$ cat src/arqsw_pkg.sv
// Package for the ARQ send window core: sequencer states, sequence space and code constants.
// Depends on nothing; used by the core and its checker.
`default_nettype none

package arqsw_pkg;

   typedef enum logic [4:0] {
      S_CLR, S_IDLE, S_DISP,
      S_REC_RD, S_REC_EV, S_ADV_INIT, S_ADV_RD, S_ADV_EV, S_ADV_END,
      S_FN_RD, S_FN_EV, S_INS_RD, S_INS_EV,
      S_SET,
      S_AQ_RD, S_AQ_EV,
      S_WM, S_KIND, S_PK_EV, S_RT0, S_RT1_RD, S_RT1_EV,
      S_RS_RD, S_RS_EV, S_RS_END, S_RS_CHK,
      S_TG_RD, S_TG_EV, S_OUT
   } seq_state_type;

   // The sequence numbers on the ports are 7 bits wide, so the space is fixed.
   localparam int SEQ_SPACE = 128;

   localparam logic [1:0] MODE_INSERT = 2'd0;
   localparam logic [1:0] MODE_SET    = 2'd1;
   localparam logic [1:0] MODE_NEXT   = 2'd2;
   localparam logic [1:0] MODE_ACKQ   = 2'd3;

   localparam logic [1:0] SLOT_INVALID = 2'd0;
   localparam logic [1:0] SLOT_NACK    = 2'd1;
   localparam logic [1:0] SLOT_PENDING = 2'd2;
   localparam logic [1:0] SLOT_ACKED   = 2'd3;

   localparam logic [2:0] STAT_OK      = 3'd0;
   localparam logic [2:0] STAT_FULL    = 3'd1;
   localparam logic [2:0] STAT_NOT_SEQ = 3'd2;
   localparam logic [2:0] STAT_BUSY    = 3'd3;
   localparam logic [2:0] STAT_RANGE   = 3'd4;

   localparam logic REG_WINDOW = 1'b0;
   localparam logic REG_NACK_THR = 1'b1;

   localparam logic [6:0] WINDOW_RESET = 7'd64;
   localparam logic [6:0] NACK_THR_RESET = 7'd10;

endpackage

`default_nettype wire

$ cat src/arq_send_window_core.sv
// Sender side of a selective-repeat ARQ window; a sequencer walks a slot state memory,
// reading and then evaluating one slot at a time. Uses arqsw_pkg. One word at a time;
// the next can be taken in the cycle after the result leaves. Reset starts a clearing
// pass over all 128 slots.
`default_nettype none

module arq_send_window_core #(
   parameter int RECYCLE_SPAN = 20,
   parameter int TAG_BITS     = 16
) (
   input  wire logic                clock,
   input  wire logic                reset,
   input  wire logic                req_valid,
   output logic                     req_stall,
   input  wire logic [1:0]          req_mode,
   input  wire logic [6:0]          req_seq_number,
   input  wire logic [TAG_BITS-1:0] req_block_tag,
   input  wire logic [1:0]          req_new_state,
   output logic                     rsp_valid,
   input  wire logic                rsp_stall,
   output logic [2:0]               rsp_status,
   output logic                     rsp_block_valid,
   output logic [TAG_BITS-1:0]      rsp_block_tag_out,
   output logic [6:0]               rsp_block_seq,
   output logic                     rsp_ack_request,
   output logic [6:0]               rsp_send_state_out,
   output logic [6:0]               rsp_ack_state_out,
   input  wire logic                csr_psel,
   input  wire logic                csr_penable,
   input  wire logic                csr_pwrite,
   input  wire logic [2:0]          csr_paddr,
   input  wire logic [31:0]         csr_pwdata,
   output logic [31:0]              csr_prdata,
   output logic                     csr_pready
);
   import arqsw_pkg::*;

   localparam int PW   = $clog2(SEQ_SPACE);
   localparam int SW   = PW + 8;
   localparam int CMAX = (RECYCLE_SPAN > 127) ? RECYCLE_SPAN : 127;
   localparam int CW   = $clog2(CMAX + 1);
   localparam logic [PW-1:0] LAST_SLOT = PW'(SEQ_SPACE - 1);

   function automatic logic [PW-1:0] nxt(input logic [PW-1:0] x);
      return (x == LAST_SLOT) ? '0 : x + 1'b1;
   endfunction

   logic [1:0]          slot_state_ff [SEQ_SPACE];
   logic [TAG_BITS-1:0] slot_tag_ff [SEQ_SPACE];

   seq_state_type state_ff, state_in;
   logic [PW-1:0] head_ff, head_in, tail_ff, tail_in, send_ff, send_in;
   logic [PW-1:0] ack_ff, ack_in, retx_ff, retx_in, idx_ff, idx_in;
   logic [PW-1:0] seq_out_ff, seq_out_in;
   logic [CW-1:0] cnt_ff, cnt_in;
   logic [6:0]    nk_ff, nk_in, pd_ff, pd_in;
   logic [SW-1:0] vaws_ff, vaws_in, wend_ff, wend_in;
   logic          met_ff, met_in;
   logic [6:0]    win_ff, thr_ff;
   logic [1:0]    mode_ff, mode_in, nst_ff, nst_in;
   logic [6:0]    seqin_ff, seqin_in;
   logic [TAG_BITS-1:0] tagin_ff, tagin_in, tag_out_ff, tag_out_in, tag_rd_ff;
   logic [2:0]    status_ff, status_in;
   logic          bvalid_ff, bvalid_in, ackreq_ff, ackreq_in;
   logic [1:0]    st_rd_ff;

   logic          st_we, tag_we;
   logic [PW-1:0] st_waddr, rd_addr;
   logic [1:0]    st_wdata;
   logic          accept, cfg_wr, seq_oor, outst, in_span, kind1, kind2;
   logic [PW-1:0] seq_idx, nx_retx;

   assign accept  = req_valid && !req_stall;
   assign cfg_wr  = csr_psel && csr_penable && csr_pwrite && csr_pready;
   assign seq_oor = 32'(seqin_ff) >= SEQ_SPACE;
   assign seq_idx = PW'(seqin_ff);
   assign outst   = (st_rd_ff == SLOT_NACK) || (st_rd_ff == SLOT_PENDING);
   assign nx_retx = (nxt(retx_ff) == nxt(send_ff)) ? ack_ff : nxt(retx_ff);

   // The retransmit pointer counts as in range between tail and send state, wrapping.
   always_comb begin
      if (send_ff > tail_ff) begin
         in_span = (retx_ff >= tail_ff) && (retx_ff < send_ff);
      end else if (send_ff == tail_ff) begin
         in_span = (retx_ff == tail_ff);
      end else begin
         in_span = (retx_ff < send_ff) || (retx_ff >= tail_ff);
      end
   end

   assign kind1 = ((vaws_ff > SW'(send_ff)) && (send_ff >= ack_ff)) ||
                  ((ack_ff >= send_ff) && (wend_ff > SW'(send_ff)));
   assign kind2 = ((vaws_ff == SW'(send_ff)) && (send_ff > ack_ff)) ||
                  ((ack_ff > send_ff) && (wend_ff == SW'(send_ff)));

   always_comb begin
      case (state_ff)
         S_INS_RD:          rd_addr = head_ff;
         S_KIND:            rd_addr = send_ff;
         S_RT1_RD, S_RS_END: rd_addr = retx_ff;
         default:           rd_addr = idx_ff;
      endcase
   end

   // Next state.
   always_comb begin
      state_in = state_ff;
      case (state_ff)
         S_CLR:      if (idx_ff == LAST_SLOT) state_in = S_IDLE;
         S_IDLE:     if (accept) state_in = S_DISP;
         S_DISP: begin
            case (mode_ff)
               MODE_INSERT: state_in = S_REC_RD;
               MODE_SET:    state_in = S_SET;
               MODE_NEXT:   state_in = S_WM;
               default:     state_in = S_AQ_RD;
            endcase
         end
         S_REC_RD:   state_in = (cnt_ff == CW'(RECYCLE_SPAN)) ? S_ADV_INIT : S_REC_EV;
         S_REC_EV:   state_in = outst ? S_ADV_INIT : S_REC_RD;
         S_ADV_INIT: state_in = (tail_ff != head_ff) ? S_ADV_RD : S_ADV_END;
         S_ADV_RD:   state_in = S_ADV_EV;
         S_ADV_EV:   state_in = (outst || idx_ff == head_ff) ? S_ADV_END : S_ADV_RD;
         S_ADV_END:  state_in = met_ff ? S_FN_RD : S_INS_RD;
         S_FN_RD:    state_in = (cnt_ff == CW'(win_ff)) ? S_INS_RD : S_FN_EV;
         S_FN_EV:    state_in = (st_rd_ff == SLOT_NACK) ? S_INS_RD : S_FN_RD;
         S_INS_RD:   state_in = S_INS_EV;
         S_INS_EV:   state_in = S_OUT;
         S_SET:      state_in = S_OUT;
         S_AQ_RD:    state_in = (cnt_ff == CW'(win_ff)) ? S_OUT : S_AQ_EV;
         S_AQ_EV:    state_in = S_AQ_RD;
         S_WM:       if (wend_ff < SW'(SEQ_SPACE)) state_in = S_KIND;
         S_KIND:     state_in = kind1 ? S_PK_EV : (kind2 ? S_RT0 : S_OUT);
         S_PK_EV:    state_in = (st_rd_ff == SLOT_NACK) ? S_TG_RD : S_RT0;
         S_RT0:      state_in = S_RT1_RD;
         S_RT1_RD:   state_in = S_RT1_EV;
         S_RT1_EV:   state_in = outst ? S_TG_RD : S_RS_RD;
         S_RS_RD: begin
            if (cnt_ff == CW'(win_ff) || idx_ff == nxt(send_ff)) state_in = S_RS_END;
            else state_in = S_RS_EV;
         end
         S_RS_EV:    state_in = (st_rd_ff == SLOT_PENDING) ? S_RS_END : S_RS_RD;
         S_RS_END:   state_in = S_RS_CHK;
         S_RS_CHK:   state_in = (st_rd_ff == SLOT_PENDING) ? S_TG_RD : S_OUT;
         S_TG_RD:    state_in = S_TG_EV;
         S_TG_EV:    state_in = S_OUT;
         S_OUT:      if (!rsp_stall) state_in = S_IDLE;
         default:    state_in = S_IDLE;
      endcase
   end

   // Datapath and memory control.
   always_comb begin
      head_in = head_ff;   tail_in = tail_ff;   send_in = send_ff;
      ack_in = ack_ff;     retx_in = retx_ff;   idx_in = idx_ff;
      seq_out_in = seq_out_ff;  cnt_in = cnt_ff;  nk_in = nk_ff;  pd_in = pd_ff;
      vaws_in = vaws_ff;   wend_in = wend_ff;   met_in = met_ff;
      mode_in = mode_ff;   nst_in = nst_ff;     seqin_in = seqin_ff;  tagin_in = tagin_ff;
      tag_out_in = tag_out_ff;  status_in = status_ff;
      bvalid_in = bvalid_ff;    ackreq_in = ackreq_ff;
      st_we = 1'b0;  st_waddr = idx_ff;  st_wdata = SLOT_INVALID;  tag_we = 1'b0;
      case (state_ff)
         S_CLR: begin
            st_we = 1'b1;
            idx_in = nxt(idx_ff);
         end
         S_IDLE: begin
            if (accept) begin
               mode_in = req_mode;  seqin_in = req_seq_number;
               tagin_in = req_block_tag;  nst_in = req_new_state;
               status_in = STAT_OK;  bvalid_in = 1'b0;  ackreq_in = 1'b0;
               tag_out_in = '0;  seq_out_in = '0;
            end
         end
         S_DISP: begin
            cnt_in = '0;  nk_in = '0;  pd_in = '0;
            idx_in = (mode_ff == MODE_ACKQ) ? ack_ff : head_ff;
            vaws_in = SW'(ack_ff) + SW'(win_ff);
            wend_in = SW'(ack_ff) + SW'(win_ff);
         end
         S_REC_EV: begin
            if (!outst) begin
               st_we = 1'b1;
               idx_in = nxt(idx_ff);
               cnt_in = cnt_ff + 1'b1;
            end
         end
         S_ADV_INIT: begin
            met_in = 1'b0;
            idx_in = tail_ff;
         end
         S_ADV_EV: begin
            tail_in = idx_ff;
            if (idx_ff == send_ff) met_in = 1'b1;
            idx_in = nxt(idx_ff);
         end
         S_ADV_END: begin
            ack_in = tail_ff;
            idx_in = tail_ff;
            cnt_in = '0;
         end
         S_FN_RD: begin
            if (cnt_ff == CW'(win_ff)) send_in = ack_ff;
         end
         S_FN_EV: begin
            if (st_rd_ff == SLOT_NACK) send_in = idx_ff;
            idx_in = nxt(idx_ff);
            cnt_in = cnt_ff + 1'b1;
         end
         S_INS_EV: begin
            if (seq_oor) status_in = STAT_RANGE;
            else if (nxt(head_ff) == tail_ff) status_in = STAT_FULL;
            else if (seq_idx != head_ff) status_in = STAT_NOT_SEQ;
            else if (st_rd_ff != SLOT_INVALID) status_in = STAT_BUSY;
            else begin
               st_we = 1'b1;  st_waddr = head_ff;  st_wdata = SLOT_NACK;
               tag_we = 1'b1;
               head_in = nxt(head_ff);
            end
         end
         S_SET: begin
            if (seq_oor) status_in = STAT_RANGE;
            else begin
               st_we = 1'b1;  st_waddr = seq_idx;  st_wdata = nst_ff;
            end
         end
         S_AQ_RD: begin
            if (cnt_ff == CW'(win_ff)) ackreq_in = (nk_ff < thr_ff) && (pd_ff != '0);
         end
         S_AQ_EV: begin
            if (st_rd_ff == SLOT_NACK) nk_in = nk_ff + 1'b1;
            if (st_rd_ff == SLOT_PENDING) pd_in = pd_ff + 1'b1;
            idx_in = nxt(idx_ff);
            cnt_in = cnt_ff + 1'b1;
         end
         S_WM: begin
            if (wend_ff >= SW'(SEQ_SPACE)) wend_in = wend_ff - SW'(SEQ_SPACE);
         end
         S_PK_EV: begin
            if (st_rd_ff == SLOT_NACK) begin
               st_we = 1'b1;  st_waddr = send_ff;  st_wdata = SLOT_PENDING;
               seq_out_in = send_ff;
               send_in = nxt(send_ff);
            end
         end
         S_RT0: begin
            if (!in_span) retx_in = ack_ff;
         end
         S_RT1_EV: begin
            if (outst) begin
               st_we = 1'b1;  st_waddr = retx_ff;  st_wdata = SLOT_PENDING;
               seq_out_in = retx_ff;
               retx_in = nx_retx;
            end else begin
               idx_in = retx_ff;
               cnt_in = '0;
            end
         end
         S_RS_RD: begin
            if (cnt_ff != CW'(win_ff) && idx_ff == nxt(send_ff)) retx_in = ack_ff;
         end
         S_RS_EV: begin
            if (st_rd_ff == SLOT_PENDING) retx_in = idx_ff;
            idx_in = nxt(idx_ff);
            cnt_in = cnt_ff + 1'b1;
         end
         S_RS_CHK: begin
            if (st_rd_ff == SLOT_PENDING) begin
               st_we = 1'b1;  st_waddr = retx_ff;  st_wdata = SLOT_PENDING;
               seq_out_in = retx_ff;
               retx_in = nx_retx;
            end else begin
               // Nothing to send: the window freezes at the send state.
               ack_in = send_ff;
               retx_in = send_ff;
            end
         end
         S_TG_EV: begin
            bvalid_in = 1'b1;
            tag_out_in = tag_rd_ff;
         end
         default: begin
         end
      endcase
   end

   always_ff @(posedge clock) begin
      if (st_we) slot_state_ff[st_waddr] <= st_wdata;
      st_rd_ff <= slot_state_ff[rd_addr];
      if (tag_we) slot_tag_ff[head_ff] <= tagin_ff;
      tag_rd_ff <= slot_tag_ff[seq_out_ff];
   end

   always_ff @(posedge clock) begin
      if (reset) begin
         state_ff <= S_CLR;
         head_ff <= '0;  tail_ff <= '0;  send_ff <= '0;  ack_ff <= '0;  retx_ff <= '0;
         idx_ff <= '0;
         win_ff <= WINDOW_RESET;
         thr_ff <= NACK_THR_RESET;
      end else begin
         state_ff <= state_in;
         head_ff <= head_in;  tail_ff <= tail_in;  send_ff <= send_in;
         ack_ff <= ack_in;    retx_ff <= retx_in;  idx_ff <= idx_in;
         if (cfg_wr && csr_paddr[2] == REG_WINDOW) win_ff <= csr_pwdata[6:0];
         if (cfg_wr && csr_paddr[2] == REG_NACK_THR) thr_ff <= csr_pwdata[6:0];
      end
   end

   always_ff @(posedge clock) begin
      seq_out_ff <= seq_out_in;  cnt_ff <= cnt_in;  nk_ff <= nk_in;  pd_ff <= pd_in;
      vaws_ff <= vaws_in;  wend_ff <= wend_in;  met_ff <= met_in;
      mode_ff <= mode_in;  nst_ff <= nst_in;  seqin_ff <= seqin_in;  tagin_ff <= tagin_in;
      tag_out_ff <= tag_out_in;  status_ff <= status_in;
      bvalid_ff <= bvalid_in;  ackreq_ff <= ackreq_in;
   end

   assign req_stall          = (state_ff != S_IDLE);
   assign rsp_valid          = (state_ff == S_OUT);
   assign rsp_status         = status_ff;
   assign rsp_block_valid    = bvalid_ff;
   assign rsp_block_tag_out  = tag_out_ff;
   assign rsp_block_seq      = 7'(seq_out_ff);
   assign rsp_ack_request    = ackreq_ff;
   assign rsp_send_state_out = 7'(send_ff);
   assign rsp_ack_state_out  = 7'(ack_ff);
   assign csr_pready         = 1'b1;
   assign csr_prdata = (csr_paddr[2] == REG_WINDOW) ? {25'd0, win_ff} : {25'd0, thr_ff};

endmodule

`default_nettype wire

$ cat config.mk
export PLATFORM = sky130hd
export DESIGN_NAME = arq_send_window_core
export DESIGN_NICKNAME = d
export VERILOG_FILES = /design/src/arqsw_pkg.sv /design/src/arq_send_window_core.sv
export SDC_FILE = /design/constraint.sdc
export NUM_CORES = 2
export LEC_CHECK = 0
export BUFFER_PORTS_ARGS = -buffer_cell sky130_fd_sc_hd__clkbuf_2
export CAP_MARGIN = 20
export CORE_AREA = 2 2 413 415
export CTS_BUF_LIST = sky130_fd_sc_hd__clkbuf_4
export DETAILED_ROUTE_END_ITERATION = 16
export DIE_AREA = 0 0 415 417
export GPL_TIMING_DRIVEN = 0
export PLACE_DENSITY = 0.76
export SETUP_SLACK_MARGIN = 0.3
export SLEW_MARGIN = 0
export SYNTH_ARGS = -nofsm -noshare
export SYNTH_HDL_FRONTEND = slang
export SYNTH_SLANG_ARGS = --single-unit
export TNS_END_PERCENT = 30
$ cat constraint.sdc
create_clock -name clock -period 7.1 [get_ports clock]
set_input_delay 1.42 -clock clock [delete_from_list [all_inputs] [get_ports clock]]
set_output_delay 1.42 -clock clock [all_outputs]
set_load 0.01 [all_outputs]
**Word-level counts from Yosys, hierarchy flattened**

Memories as Yosys holds them, arrays and structs flattened. A register that Yosys moved wholly into a read port is not among the register bits.
Index checks and enable logic that the tools add are counted.

- Input port bits: 69
- Word-level logic and storage cells: 282
- Register bits after elaboration: 168
- Memories: 2
- Bits in writable memories: 2,304

Memory list:

| memory | words | bits a word | rd ports | clocked after Yosys merged registers in | wr ports | RTL line | RTL |
|---|---|---|---|---|---|---|---|
| slot_tag_ff | 128 | 16 | 1 | 1 | 1 | arq_send_window_core.sv:49 | `logic [TAG_BITS-1:0] slot_tag_ff [SEQ_SPACE];` |
| slot_state_ff | 128 | 2 | 1 | 1 | 1 | arq_send_window_core.sv:48 | `logic [1:0] slot_state_ff [SEQ_SPACE];` |

- Order comparisons: 12
- Add/subtract/negate cells: 9
- Multiplexer cells: 100
- Bitwise operators: 4
- Reductions and logical operators: 58
- Eq/ne operators: 73

Operators with widths:

| cell | number |
|---|---|
| $mux W7 | 32 |
| $pmux W5 S27 | 1 |
| $pmux W7 S5 | 3 |
| $eq A5 B5 Y1 const B | 13 |
| $eq A7 B7 Y1 | 8 |
| $pmux W7 S4 | 2 |
| $add A7 B1 Y7 const B | 7 |
| $pmux W7 S2 | 3 |
| $pmux W7 S3 | 2 |
| $eq A5 B4 Y1 const B | 8 |
| $ne A2 B2 Y1 const B | 20 |
| $mux W4 | 8 |
| $pmux W16 S2 | 1 |
| $eq A15 B7 Y1 | 2 |
| $gt A15 B7 Y1 | 2 |
| $pmux W15 S2 | 1 |
| $eq A7 B7 Y1 const B | 4 |
| $mux W5 | 5 |
| $mux W1 | 22 |
| $ge A7 B7 Y1 | 3 |
| $gt A7 B7 Y1 | 3 |
| $ne A7 B7 Y1 | 3 |
| $eq A5 B3 Y1 const B | 4 |
| $mux W3 | 6 |
| other kinds (38) | 93 |

**Logic depth before layout (Yosys ltp)**

- Depth in word-level cells: 7
- Mapped depth: 16

**Worst setup path after synthesis**

Ideal clock, no wire load.

- Path kind: reg-to-reg
- Start point: register head_ff[0]
- End point: memory slot_state_ff[0][0], data pin
- Stages on the path, launching flop included: 10
- Buffers on the path: 0
- Setup slack: 3.273 ns
- Data arrival time: 3.315 ns
- Required time: 6.588 ns
- Clock period less this slack: 3.827 ns
- Path through: dfxtp_1 -> ha_1 -> and3_1 -> and3_1 -> a31oi_1 -> o32ai_1 -> and4_1 -> nor2_1 -> nand3_1 -> nand2_1

- Word-level cells in the longest chain between the ends: 5
- Elaborated cells on any way between the ends: 8

RTL lines:

| item | RTL line | RTL |
|---|---|---|
| start: declaration | arq_send_window_core.sv:52 | `logic [PW-1:0] head_ff, head_in, tail_ff, tail_in, send_ff, send_in;` |
| start signal: assignment | arq_send_window_core.sv:303 | `head_ff <= head_in; tail_ff <= tail_in; send_ff <= send_in;` |
| $add A7 B1 Y7 or $eq A7 B7 Y1 (tied branches) | arq_send_window_core.sv:45 | `return (x == LAST_SLOT) ? '0 : x + 1'b1;` |
| $mux W7 | arq_send_window_core.sv:45 |  |
| $eq A7 B7 Y1 | arq_send_window_core.sv:212 | `else if (nxt(head_ff) == tail_ff) status_in = STAT_FULL;` |
| $mux W1 * | arq_send_window_core.sv:212 |  |
| $pmux W2 S5 * | arq_send_window_core.sv:162 | `case (state_ff)` |
| via st_wdata[0] | arq_send_window_core.sv:69 | `logic [1:0] st_wdata;` |
| end: declaration | arq_send_window_core.sv:48 |  |

The timed path passes the listed nets; every way through them passes the cells marked *.

**Worst setup path in the final report**

- Start point: register head_ff[4]
- End point: memory slot_tag_ff[37][12], enable pin

- Word-level cells in the longest chain between the ends: 7
- Elaborated cells on any way between the ends: 10

RTL lines:

| item | RTL line | RTL |
|---|---|---|
| $add A7 B1 Y7 or $eq A7 B7 Y1 (tied branches) | arq_send_window_core.sv:45 |  |
| $mux W7 | arq_send_window_core.sv:45 |  |
| $eq A7 B7 Y1 | arq_send_window_core.sv:212 |  |
| $mux W1 | arq_send_window_core.sv:212 |  |
| $mux W1 | arq_send_window_core.sv:162 |  |
| $mux W1 | arq_send_window_core.sv:290 | `if (tag_we) slot_tag_ff[head_ff] <= tagin_ff;` |
| $mux W1 (not written as such) | arq_send_window_core.sv:290 |  |
| end: declaration | arq_send_window_core.sv:49 |  |

Parallel ways exist; a longest one is shown, timed or not.

==> flow_metrics.py <==
metrics = {
    "worst_setup_path": {
        "r2r_cells": 12,
        "crit_type": "flip-flop to flip-flop",
        "r2r_end": "slot_tag_ff[37][12]",
        "endpoint_kind": "flip-flop",
        "rr_startpoint": "head_ff[4]",
        "start_kind": "flip-flop",
        "crit_path_max_fanout": 16,
        "rrSetupSlack_ps": 1110,
        "cp.arrival_ps": 7010,
        "worstPathRequired_ps": 8120,
    },
    "placed_design": {
        "port_buffers": 89,
        "gp_congestion": 0.966,
        "dp_slack_ps": 1170,
        "dp_hpwl_um": 192000,
        "dp_cells": 7682,
    },
    "grt": {
        "grt_overflow": 0,
        "grt_start_max_net_pins": 100,
        "antenna_found_initial": 21,
        "grt_pass1_vias": 57900,
        "grt_usage_pct": 32.4,
        "grt_pass1_wl_um": 399000,
    },
    "floorplanning": {
        "initial_core_util_pct": 59.7,
        "dieArea_sq_mm": 0.173,
        "row_count": 151,
        "die-width_um": 415,
        "coreArea_sq_mm": 0.169,
        "io_pins": 146,
        "die_h_um": 417,
    },
    "layout": {
        "seqCellArea_sq_mm": 0.0737,
        "layout_common_cells": "edfxtp_1, clkbuf_4, mux4_2",
        "nNetsFinal": 6249,
        "stdcell_count": 8759,
        "drive_gt1_share_pct": 33.7,
        "final_common_cell": "edfxtp_1",
        "multi_input_area_sq_mm": 0.0256,
        "syn2layout_area_growth_pct": 15.4,
        "fillers": 10500,
    },
    "job": {
        "cap_violations": 0,
    },
    "logic_synthesis": {
        "yosys.area.top_type": "edfxtp_1",
        "synth_ff_type": "edfxtp_1",
        "synth_warnings": 0,
        "avgSynthCellArea_sq_um": 19.5,
        "synth.distinct_cells": 96,
        "syn_inst": 5153,
        "yosysSeqAreaShare_pct": 73.3,
        "synth_edf_count": 2403,
        "synth_area_leaders": "edfxtp_1, mux4_2, dfxtp_1",
        "ys_async_sr_fraction_pct": 0,
        "synth_area_sq_mm": 0.101,
        "synth_seq_cells": 2482,
        "synth_top_area_share_pct": 71.8,
    },
    "sta": {
        "rsz0062_at_grt": "false",
        "finalMaxSlewViolations": 0,
        "fin_crit_sh_pct": 84.4,
        "skew_ps": 93.1,
        "slew_headroom_pct": 14.3,
        "finalCriticalPeriod_ps": 5990,
        "max_clock_freq_mhz": 167,
        "hold_viol_final": 0,
        "fin_setup_tns_ps": 0,
        "worst_pin_slew_ps": 1290,
        "setup_slack_ps": 1110,
        "setup_viol": 0,
    },
    "route": {
        "final_antenna_net_count": 0,
        "wl_um": 279000,
        "drtIter0Drc": 9078,
        "dr.pass1.iters": 6,
        "vias": 58100,
        "drcViolationCount": 0,
        "vias_per_cell": 6.63,
        "avgRoutedWirePerCell_um": 31.9,
    },
    "clock_tree": {
        "clkLatencyLatePin_ps": 1450,
        "cts_root_buf": "clkbuf_4",
        "clock_path_buffers": 4,
        "cts.repair.resized": 0,
        "clk_pin_slew_ps": 70,
        "numCtsBuffers": 626,
        "cts_max_level": 6,
        "cts_hold_buf": 0,
        "cts_tree": "built",
        "cts_setup_buffers": 0,
        "cts.sinks": 2482,
    },
    "worst_hold_path": {
        "min_to": "mode_ff[0]",
        "hp-class": "input port to flip-flop",
        "worstHoldStart": "req_mode[0]",
        "hold_depth": 1,
    },
    "power_and_ir_drop": {
        "power_mw": 28.0,
        "cellLeakagePower_nw": 37.4,
        "powerDensity_mw_per_mm2": 241,
        "vdd_ir_drop_max_uv": 223,
    },
    "status": {
        "run_status": "complete, no violations",
    },
}
-- layer usage --
metal | track usage, % | up-vias | part of all wire (%)
met5 | 0 | - | 0.027
met4 | 16.2 | 12 | 5.0
met3 | 9.44 | 788 | 13
met2 | 49.8 | 4553 | 47
met1 | 43.0 | 29400 | 35
li1 | - | 23400 | -
-- area by class of cell --
class	instances	area share [%]
clock buffers	896	5.80
flip-flops and latches	2482	63.5
plain buffers	308	1.20
multi-input cells	2323	22.1
repair buffers	301	4.06
clock inverters	148	0.711
inverters	65	0.210
well taps	2218	2.39
diodes	18	0.0388
-- critical path, cell delays in order, from the launching register on --
cell and delay (ps):
dfxtp_1 300, buf_2 270, and2_0 770, and3_1 380, nand3b_1 140, o32ai_1 100
and4_1 310, nor3_1 400, clkbuf_1 440, nand4_1 930, clkbuf_1 530, buf_8 260
nor2_2 750
-- through the flow --
stage | hold WS, ps | utilization [%] | cell area [sq um]
2_1_floorplan | 446 | - | 101000
3_3_place_gp | 463 | 61.6 | 104000
3_5_place_dp | 473 | 64.2 | 108000
4_1_cts | 91.7 | 68.7 | 116000
5_1_grt | 123 | 68.9 | 116000
6_report | 175 | 68.9 | 116000
-- synth_stat cells, types with 6 or more instances --
cell	number
a211o_1	9
a211oi_1	37
a21o_1	13
a21oi_1	124
a221o_1	12
a221oi_1	12
a222oi_1	6
a22o_1	41
a22oi_1	12
a311oi_1	10
a31oi_1	12
a32oi_1	6
and2_1	33
and3_1	22
buf_1	58
buf_2	47
buf_4	36
clkbuf_1	162
dfxtp_1	79
edfxtp_1	2403
ha_1	72
inv_1	63
mux2_2	30
mux2i_1	72
mux4_2	673
nand2_1	244
nand2b_1	14
nand3_1	53
nand4_1	20
nor2_1	385
nor2b_1	20
nor3_1	36
nor3b_1	7
nor4_1	16
o211ai_1	9
o21a_1	19
o21ai_0	60
o22ai_1	28
or3_1	7
xnor2_1	48
xor2_1	43
-- report_power, final --
part | switching [mW] | internal, mW
logic | 0.247 | 0.125
registers | 0.00559 | 15.8
clock network | 5.68 | 6.10
-- worst max-delay path by stage --
stage	startpoint	end	slack, ps
floorplan	head_ff[0]	slot_state_ff[0][0]	3270
global placement	head_ff[4]	slot_tag_ff[46][11]	570
detailed placement	head_ff[4]	slot_tag_ff[78][6]	1170
CTS	head_ff[4]	slot_tag_ff[78][14]	1100
global route	head_ff[4]	slot_tag_ff[5][6]	1120
finish	head_ff[4]	slot_tag_ff[37][12]	1110
-- state kept, by name (all words and copies together), names as in the netlist, 8 cells and up --
name               flops
vaws_ff                8
tagin_ff              16
wend_ff               15
slot_state_ff        256
rsp_block_tag_out     16
tag_rd_ff             16
slot_tag_ff         2048
-- logic make-up (layout without fill, tap and decap cells) --
| kind of cell | count (synthesis) | after routing | synth area share [%] |
|---|---|---|---|
| AO/OA/AOI/OAI | 461 | 461 | 3.16 |
| XOR/XNOR | 92 | 92 | 0.820 |
| adder cells (fa/ha/maj) | 73 | 73 | 0.916 |
| buffers and inverters | 373 | 1718 | 1.62 |
| flip-flops | 2482 | 2482 | 73.3 |
| multiplexers | 777 | 777 | 16.2 |
| other | 2 | 45 | 0.00747 |
| AND/OR/NAND/NOR | 893 | 893 | 3.98 |
(Power assumes the default switching activity.)
